### src/rtl/core/flux_delta_code_encoder_core_assert.svh
`ifndef FLUX_DELTA_CODE_ENCODER_CORE_ASSERT_SVH
`define FLUX_DELTA_CODE_ENCODER_CORE_ASSERT_SVH

// check a property outside reset
`define FDCE_ASSERT(lbl, prop, msg) \
  lbl: assert property (@(posedge clk) disable iff (!rst_n) prop) else $error(msg);

// check a property at every edge, reset included
`define FDCE_ASSERT_ALWAYS(lbl, prop, msg) \
  lbl: assert property (@(posedge clk) prop) else $error(msg);

`endif

### src/rtl/core/fdce_pkg.sv
package fdce_pkg;

  localparam int POS_WIDTH_DEF = 32;

  localparam logic [31:0] LIM_1B = 32'h0000_0080;
  localparam logic [31:0] LIM_2B = 32'h0000_4000;
  localparam logic [31:0] LIM_3B = 32'h0020_0000;
  localparam logic [31:0] LIM_4B = 32'h1000_0000;

  localparam logic [7:0] PFX_2B  = 8'h80;
  localparam logic [7:0] PFX_3B  = 8'hC0;
  localparam logic [7:0] PFX_4B  = 8'hE0;
  localparam logic [31:0] CODE_SAT = {PFX_4B | 8'h0F, 8'hFF, 8'hFF, 8'hFF};

  typedef enum logic [1:0] {
    S_IDLE,
    S_SCAN,
    S_EMIT
  } state_t;

  typedef struct packed {
    logic [31:0] bytes;
    logic [1:0]  last_idx;
  } code_t;

endpackage

### src/rtl/core/fdce_delta_code.sv
module fdce_delta_code
  import fdce_pkg::*;
#(
  parameter int POSITION_WIDTH = POS_WIDTH_DEF
) (
  input  logic [POSITION_WIDTH-1:0] pos,
  input  logic [POSITION_WIDTH-1:0] last_pos,
  output code_t                     code
);

  logic [POSITION_WIDTH-1:0] delta;
  logic [31:0]               d32;

  assign delta = pos - last_pos;
  assign d32   = 32'(delta);

  always_comb begin
    if (d32 < LIM_1B) begin
      code.bytes    = {24'h0, d32[7:0]};
      code.last_idx = 2'd0;
    end else if (d32 < LIM_2B) begin
      code.bytes    = {16'h0, PFX_2B | d32[15:8], d32[7:0]};
      code.last_idx = 2'd1;
    end else if (d32 < LIM_3B) begin
      code.bytes    = {8'h0, PFX_3B | d32[23:16], d32[15:0]};
      code.last_idx = 2'd2;
    end else if (d32 < LIM_4B) begin
      code.bytes    = {PFX_4B | d32[31:24], d32[23:0]};
      code.last_idx = 2'd3;
    end else begin
      code.bytes    = CODE_SAT;
      code.last_idx = 2'd3;
    end
  end

endmodule

### src/rtl/core/flux_delta_code_encoder_core.sv
// Flux delta code encoder. Each accepted flux word is scanned one bit per
// clock while no pulse's code is being emitted, most significant bit first,
// by a single position counter and one shared subtract-and-compare unit;
// scanning stops after the word's last pulse. Each pulse then spends one
// clock per code byte (one to four) in the output register, longer if
// out_ready is low. A word therefore passes through an accept step, its scan
// and its code bytes, and in_ready stays low until the word is finished. A
// word without pulses yields no bytes. A final result byte may still wait in
// the output register while the next word is taken.
module flux_delta_code_encoder_core
  import fdce_pkg::*;
#(
  parameter int POSITION_WIDTH = POS_WIDTH_DEF
) (
  input  logic        clk,
  input  logic        rst_n,
  input  logic        in_valid,
  output logic        in_ready,
  input  logic [15:0] in_flux_word,
  input  logic        in_track_start,
  output logic        out_valid,
  input  logic        out_ready,
  output logic [7:0]  out_code_byte,
  output logic        out_code_end,
  output logic        out_last_of_run
);

  `include "flux_delta_code_encoder_core_assert.svh"

  state_t                    state_r, state_nxt;
  logic [15:0]               word_r, word_nxt;
  logic [POSITION_WIDTH-1:0] bit_pos_r, bit_pos_nxt;
  logic [POSITION_WIDTH-1:0] pos_r, pos_nxt;
  logic [POSITION_WIDTH-1:0] last_r, last_nxt;
  logic [31:0]               code_r, code_nxt;
  logic [1:0]                rem_r, rem_nxt;
  logic                      more_r, more_nxt;
  logic                      out_valid_r, out_valid_nxt;
  logic [7:0]                byte_r, byte_nxt;
  logic                      end_r, end_nxt;
  logic                      lor_r, lor_nxt;
  logic [POSITION_WIDTH-1:0] start_pos;
  logic                      out_free;
  code_t                     code;

  fdce_delta_code #(
    .POSITION_WIDTH(POSITION_WIDTH)
  ) u_delta_code (
    .pos      (pos_r),
    .last_pos (last_r),
    .code     (code)
  );

  assign in_ready        = (state_r == S_IDLE);
  assign out_valid       = out_valid_r;
  assign out_code_byte   = byte_r;
  assign out_code_end    = end_r;
  assign out_last_of_run = lor_r;
  assign out_free        = !out_valid_r || out_ready;
  assign start_pos       = in_track_start ? '0 : bit_pos_r;

  always_ff @(posedge clk) begin
    if (!rst_n) begin
      state_r     <= S_IDLE;
      bit_pos_r   <= '0;
      last_r      <= '0;
      out_valid_r <= 1'b0;
    end else begin
      state_r     <= state_nxt;
      bit_pos_r   <= bit_pos_nxt;
      last_r      <= last_nxt;
      out_valid_r <= out_valid_nxt;
    end
  end

  always_ff @(posedge clk) begin
    word_r <= word_nxt;
    pos_r  <= pos_nxt;
    code_r <= code_nxt;
    rem_r  <= rem_nxt;
    more_r <= more_nxt;
    byte_r <= byte_nxt;
    end_r  <= end_nxt;
    lor_r  <= lor_nxt;
  end

  always_comb begin
    state_nxt     = state_r;
    word_nxt      = word_r;
    bit_pos_nxt   = bit_pos_r;
    pos_nxt       = pos_r;
    last_nxt      = last_r;
    code_nxt      = code_r;
    rem_nxt       = rem_r;
    more_nxt      = more_r;
    byte_nxt      = byte_r;
    end_nxt       = end_r;
    lor_nxt       = lor_r;
    out_valid_nxt = out_valid_r && !out_ready;

    case (state_r)
      S_IDLE: begin
        if (in_valid) begin
          word_nxt    = in_flux_word;
          pos_nxt     = start_pos;
          last_nxt    = in_track_start ? '0 : last_r;
          bit_pos_nxt = start_pos + POSITION_WIDTH'(16);
          state_nxt   = S_SCAN;
        end
      end
      S_SCAN: begin
        word_nxt = {word_r[14:0], 1'b0};
        pos_nxt  = pos_r + POSITION_WIDTH'(1);
        if (word_r[15]) begin
          code_nxt  = code.bytes;
          rem_nxt   = code.last_idx;
          more_nxt  = |word_r[14:0];
          last_nxt  = pos_r;
          state_nxt = S_EMIT;
        end else if (word_r[14:0] == 15'h0) begin
          state_nxt = S_IDLE;
        end
      end
      S_EMIT: begin
        if (out_free) begin
          out_valid_nxt = 1'b1;
          end_nxt       = (rem_r == 2'd0);
          lor_nxt       = (rem_r == 2'd0) && !more_r;
          case (rem_r)
            2'd0:    byte_nxt = code_r[7:0];
            2'd1:    byte_nxt = code_r[15:8];
            2'd2:    byte_nxt = code_r[23:16];
            default: byte_nxt = code_r[31:24];
          endcase
          if (rem_r == 2'd0) begin
            state_nxt = more_r ? S_SCAN : S_IDLE;
          end else begin
            rem_nxt = rem_r - 2'd1;
          end
        end
      end
      default: begin
        state_nxt = S_IDLE;
      end
    endcase
  end

  `FDCE_ASSERT(a_run_end_on_code_end, out_valid && out_last_of_run |-> out_code_end,
               "last byte of a word is not the end of a code")
  `FDCE_ASSERT(a_busy_after_accept, in_valid && in_ready |=> !in_ready,
               "input taken again right after a transfer")
  `FDCE_ASSERT(a_code_tail_pending, out_valid && !out_code_end |-> state_r == S_EMIT,
               "code bytes left behind while sequencer moved on")
  `FDCE_ASSERT_ALWAYS(a_reset_clears_out, !rst_n |=> !out_valid,
                      "output valid after reset")

endmodule

### config.mk
export PLATFORM = sky130hd
export DESIGN_NAME = flux_delta_code_encoder_core
export DESIGN_NICKNAME = d
export VERILOG_FILES = /design/src/rtl/core/fdce_pkg.sv /design/src/rtl/core/fdce_delta_code.sv /design/src/rtl/core/flux_delta_code_encoder_core.sv
export VERILOG_INCLUDE_DIRS = /design/src /design/src/rtl/core
export SDC_FILE = /design/constraint.sdc
export NUM_CORES = 1
export LEC_CHECK = 0
export BUFFER_PORTS_ARGS = -buffer_cell sky130_fd_sc_hd__buf_2
export CORE_ASPECT_RATIO = 2
export CORE_MARGIN = 2
export CORE_UTILIZATION = 45
export CTS_CLUSTER_SIZE = 25
export DETAILED_ROUTE_END_ITERATION = 8
export REMOVE_ABC_BUFFERS = 1
export SYNTH_ARGS = -nofsm -noshare
export SYNTH_HDL_FRONTEND = slang
export SYNTH_SLANG_ARGS = --single-unit
### constraint.sdc
create_clock -name clk -period 6.56 [get_ports clk]
set_clock_uncertainty 0.1 [all_clocks]
set_input_delay 0.656 -clock clk [delete_from_list [all_inputs] [get_ports clk]]
set_output_delay 0.656 -clock clk [all_outputs]
set_load 0.05 [all_outputs]
# Yosys cells after proc, flatten, opt, wreduce, memory -nomap -nowiden
# Index checks and enable logic that the tools add are counted.
dict set report totals {
  regBits 158
  output_inout_bits 12
  wordCells 85
}
dict set report op_classes {
  n_addsub 4
  magnitude_cmp 4
  n_eq_ne 11
  muxes 27
  bitwise_logic 1
  n_reduce_logical 22
}
# op count
set ops {}
lappend ops {{2-to-1 mux 32 bit} 5}
lappend ops {{case mux 32 bit (2 select lines)} 2}
lappend ops {{adder 32 x 1 -> 32 bit, second input constant} 1}
lappend ops {{adder 32 x 5 -> 32 bit, second input constant} 1}
lappend ops {{< comparator 32 x 15 -> 1 bit, second input constant} 1}
lappend ops {{< comparator 32 x 22 -> 1 bit, second input constant} 1}
lappend ops {{< comparator 32 x 29 -> 1 bit, second input constant} 1}
lappend ops {{< comparator 32 x 8 -> 1 bit, second input constant} 1}
lappend ops {{case mux 16 bit (2 select lines)} 1}
lappend ops {{subtractor 32 bit} 1}
lappend ops {{2-to-1 mux 30 bit} 1}
lappend ops {{2-to-1 mux 26 bit} 1}
lappend ops {{case mux 8 bit (3 select lines)} 1}
lappend ops {{2-to-1 mux 18 bit} 1}
lappend ops {{2-to-1 mux 16 bit} 1}
lappend ops {{2-to-1 mux 2 bit} 8}
lappend ops {{logical NOT 15 bit} 1}
lappend ops {{OR reduction 15 bit} 1}
lappend ops {{AND reduction 4 bit} 3}
lappend ops {{2-to-1 mux 10 bit} 1}
lappend ops {{inequality test 2 bit, second input constant} 5}
lappend ops {{AND reduction 2 bit} 4}
lappend ops {{case mux 2 bit (3 select lines)} 1}
lappend ops {{equality test 2 x 1 -> 1 bit, second input constant} 2}
lappend ops {{15 further kinds} 23}

# Depth between registers and ports, before layout
dict set report logic_depth {
  ltp_word 8
  mapped_depth 14
}

# Cells and area by module
# A second synthesis with hierarchy kept.
dict set report unflattened {
  hier_cells 1080
  area_unflattened_um2 9656.8
}
# module n_inst cells_each area_each_um2
set modules_own_cells {}
lappend modules_own_cells {flux_delta_code_encoder_core 1 717 7344.5}
lappend modules_own_cells {fdce_delta_code 1 363 2312.2}

# Worst setup path after synthesis
# Ideal clock, no wire load.
dict set report synth_timing {
  path_kind {flip-flop to flip-flop}
  from {register pos_r[0]}
  to {register code_r[27] (data pin)}
  setup_time_ns 0.258
  t_arrival_ns 2.812
  path_slack_ns 3.390
  path_stages_with_launch 15
  cell_sequence {edfxtp_1 -> inv_1 -> ha_1 -> fa_1 -> nor2b_1 -> o2111ai_1 -> nand3_1 -> a21oi_2 -> o21a_1 -> o21ai_0 -> mux2i_1 -> and4b_4 -> buf_6 -> buf_8 -> nand2_2}
}
dict set report synth_via {
  elab_chain_cells 3
  word_cells_on_any_way 7
  classes_between {add/sub (1); order compare (4); mux (1); reduce/logical (1)}
}
# item line
set synth_rtl {}
lappend synth_rtl {{start, declared} flux_delta_code_encoder_core.sv:33} ;# logic [POSITION_WIDTH-1:0] pos_r, pos_nxt;
lappend synth_rtl {{start signal, assigned} flux_delta_code_encoder_core.sv:78} ;# pos_r <= pos_nxt;
lappend synth_rtl {{subtractor 32 bit *} fdce_delta_code.sv:14} ;# assign delta = pos - last_pos;
lappend synth_rtl {{< comparator 32 x 22 -> 1 bit, or another cell as far along} fdce_delta_code.sv:24} ;# end else if (d32 < LIM_3B) begin
lappend synth_rtl {{OR reduction 3 bit (no line) or 2-to-1 mux 30 bit (tied branches)} --}
lappend synth_rtl {{end signal, assigned} flux_delta_code_encoder_core.sv:79} ;# code_r <= code_nxt;
lappend synth_rtl {{end, declared} flux_delta_code_encoder_core.sv:35} ;# logic [31:0] code_r, code_nxt;
# Mark *: on every way between the ends. The rest lies on a longest branch, timed or not.
# A chain may end at the register's enable or synchronous reset.

# Worst setup path in the final report
dict set report layout_timing {
  from {register pos_r[0]}
  to {register code_r[15] (data pin)}
}
dict set report layout_via {
  elab_chain_cells 5
  word_cells_on_any_way 8
  classes_between {add/sub (1); order compare (4); mux (3)}
}
# item line
set layout_rtl {}
lappend layout_rtl {{subtractor 32 bit *} fdce_delta_code.sv:14}
lappend layout_rtl {{< comparator 32 x 29 -> 1 bit} fdce_delta_code.sv:27} ;# end else if (d32 < LIM_4B) begin
lappend layout_rtl {{2-to-1 mux 30 bit} fdce_delta_code.sv:27}
lappend layout_rtl {{2-to-1 mux 26 bit} fdce_delta_code.sv:24}
lappend layout_rtl {{2-to-1 mux 18 bit} fdce_delta_code.sv:21} ;# end else if (d32 < LIM_2B) begin
# Marked as above.

==> impl_metrics.py <==
metrics = {
    "run_status": {
        "status": "completed",
    },
    "synthesis": {
        "synth_warnings": 0,
        "yosysTopAreaCell": "edfxtp_1",
        "netlist.area_leader.share": 0.2890,
        "async_flop_share": 0,
        "synth_edf_count": 91,
        "synth_area_leaders": "edfxtp_1, dfxtp_1, nand2_1, ha_1, xor2_1",
        "synth_ff_type": "edfxtp_1",
        "yosysUniqueCellTypes": 69,
        "ys_seq_elements": 158,
        "synth_cells": 1059,
        "synth_area_um2": 9454,
        "yosysSeqAreaShare": 0.4309,
        "syn_area_per_cell_um2": 8.927,
    },
    "placed_design": {
        "dp_cells": 1304,
        "dpl.hpwl_um": 15430,
        "dpl_cell_area_um2": 9762,
        "place.gp.congestion": 0.8932,
        "io_buffers": 32,
    },
    "clock_network": {
        "ctsHoldBuffers": 0,
        "path_clk_slew_ns": 0.06,
        "numCtsBuffers": 17,
        "cts.path.max_buffers": 2,
        "cts_root_buf": "clkbuf_16",
        "insertion_delay_ns": 0.44,
        "cts_setup_buffers": 0,
        "ctsResizeCount": 0,
        "htree_levels": 4,
        "cts.sinks": 158,
        "cts_tree": "done",
    },
    "setup_path": {
        "worst_ep_required_time_ns": 6.61,
        "r2r_slack_ns": 2.68,
        "critPathKind": "register to register",
        "crit_start": "pos_r[0]$_DFFE_PP_",
        "max_stage_delay_ns": 0.56,
        "startpoint_type": "register",
        "crit_path_max_fanout": 31,
        "end_kind": "register",
        "crit_chain": "inv_1 > ha_1 > fa_1 > nor2b_1 > o2111ai_1 > nand3_1 > a21oi_2 > o21a_1 > o21ai_0 > mux2i_1 > and4b_4 > o221ai_1",
        "cp.arrival_ns": 3.93,
        "crit_slowest_cell": "and4b_4",
        "reg2reg_from": "pos_r[0]$_DFFE_PP_",
    },
    "flow_run": {
        "drv_cap": 0,
    },
    "global_routing": {
        "grt_max_degree": 80,
        "grt_pass1_vias": 7116,
        "grt_usage": 0.1970,
        "antenna_found_initial": 0,
        "gr-total-overflow": 0,
        "grt_first_pass_wirelength_um": 34470,
    },
    "timing": {
        "clock.fmax_ghz": 0.2579,
        "rsz0062_at_grt": "no",
        "fin_setup_tns_ns": 0,
        "setup_violations": 0,
        "relSlewSlack": 0.1877,
        "slew_violations": 0,
        "final-hold-violation-count": 0,
        "period_share": 0.5911,
        "period_needed_ns": 3.877,
        "worstMarginPinSlew_ns": 1.218,
    },
    "drt": {
        "drcViolationCount": 0,
        "detail-route-antenna-nets": 0,
        "vias_per_cell": 5.459,
        "detail_route.wl_per_cell_um": 15.78,
        "dr.pass1.iters": 5,
        "drt_iter0_drc": 316,
        "totalWireLength_um": 21070,
        "vias": 7288,
    },
    "floorplan": {
        "initial_core_util": 0.4538,
        "die_w_um": 106.5,
        "rows": 75,
        "dieArea_um2": 22250,
        "fp.coreArea_um2": 20830,
        "die_y_um": 209.0,
        "top_level_ports": 33,
    },
    "finish": {
        "mostFrequentLayoutCells": "nand2_1, edfxtp_1, dfxtp_1",
        "final_common_cell": "nand2_1",
        "final_cells": 1335,
        "antenna_cells": 0,
        "area_growth_pct": 9.396,
        "stdcell_area_um2": 10340,
        "drive_above_1_share": 0.08255,
        "fin_nets": 1113,
        "final_core_util": 0.4965,
    },
    "min_path": {
        "hold_path_class": "register to register",
        "hold_start": "last_r[30]$_SDFFE_PN0P_",
    },
    "pwr": {
        "cellPowerDensity_nw_per_um2": 300.7,
        "leakage_uw": 0.003605,
        "ir_worst_vdd_uv": 205.0,
    },
}
[cell usage after synthesis, types with 6 or more instances]
master	n
nor3_1	8
nand2_2	10
a21oi_1	44
and2_1	30
nand4_1	14
nand3_1	64
a31oi_1	6
inv_1	48
clkbuf_1	48
a21o_1	10
edfxtp_1	91
mux2i_1	8
nor2b_1	20
dfxtp_1	67
a22oi_1	8
buf_2	6
xor2_1	43
nand2_1	176
xnor2_1	38
and3_1	22
ha_1	37
o211ai_1	6
a21boi_0	31
nor2_1	39
o21ai_0	63
nand3b_1	27
o21a_1	9
nand2b_1	12
nor4_1	7
[final cells by class]
type,count,area (um2)
multi-input cells,793,4981
fillers,2069,10490
flip-flops and latches,158,4074
clock buffers,20,436.7
repair buffers,36,190.2
clock inverters,11,143.9
inverters,48,180.2
well taps,269,336.6
[flip-flops by register name, summed over array words and instances, names as in the netlist]
register and flops:
rem_r 2, out_valid 1, pos_r 32, word_r 16, last_r 32, more_r 1, out_code_byte 8, bit_pos_r 32
state_r 2, out_last_of_run 1, code_r 30, out_code_end 1
[where the power goes]
group	internal (uW)	switching, uW
Combinational	313	561
Sequential	1160	78.2
Clock	594	399
Total	2070	1040
[layer usage]
layer  global-route usage  wire length, um  up-vias
met4               0.1061              895        0
met3              0.03493              353       42
met2               0.3689            11470       93
li1                     -                -     3720
met5                    0                0        -
met1               0.2030             8345     3433
[path summary, 6_finish.rpt]
check | endpoint | cells past startpoint
hold reg to reg | last_r[30]$_SDFFE_PN0P_ | 2
setup reg to reg | code_r[15]$_SDFFCE_PP0P_ | 12
setup / recovery | code_r[15]$_SDFFCE_PP0P_ | 12
hold / removal | last_r[30]$_SDFFE_PN0P_ | 2
[cells by family (layout without fill, tap and decap cells)]
logic type	count (synthesis)	after routing	share of synthesized area
other	1	1	0.0003967
muxes	8	8	0.008470
and+or+nand+nor	446	446	0.2361
adders and majority gates	38	38	0.05108
buffers and inverters	108	115	0.04566
xor gates and xnor gates	81	81	0.07504
DFF	158	158	0.4309
AOI/OAI and AO/OA	219	219	0.1523
[worst max-delay path, delay by kind of cell (launching register included)]
family                   cells  cell delay (ns)
AO/OA/AOI/OAI                5             1.11
AND/OR/NAND/NOR              3             1.00
adder cells (fa/ha/maj)      2             0.60
flip-flops                   1             0.45
multiplexers                 1             0.25
buffers and inverters        1             0.07
[per-stage QoR]
step                setup slack (ns)  power, uW  hold slack [ns]
floorplan                      2.028       1894           0.3409
global placement               2.785       2127           0.3518
detailed placement             2.693       2137           0.3585
CTS                            2.675       3135           0.3669
global route                   2.443       3278           0.3853
finish                         2.683       3110           0.3624
(Power assumes the default switching activity.)
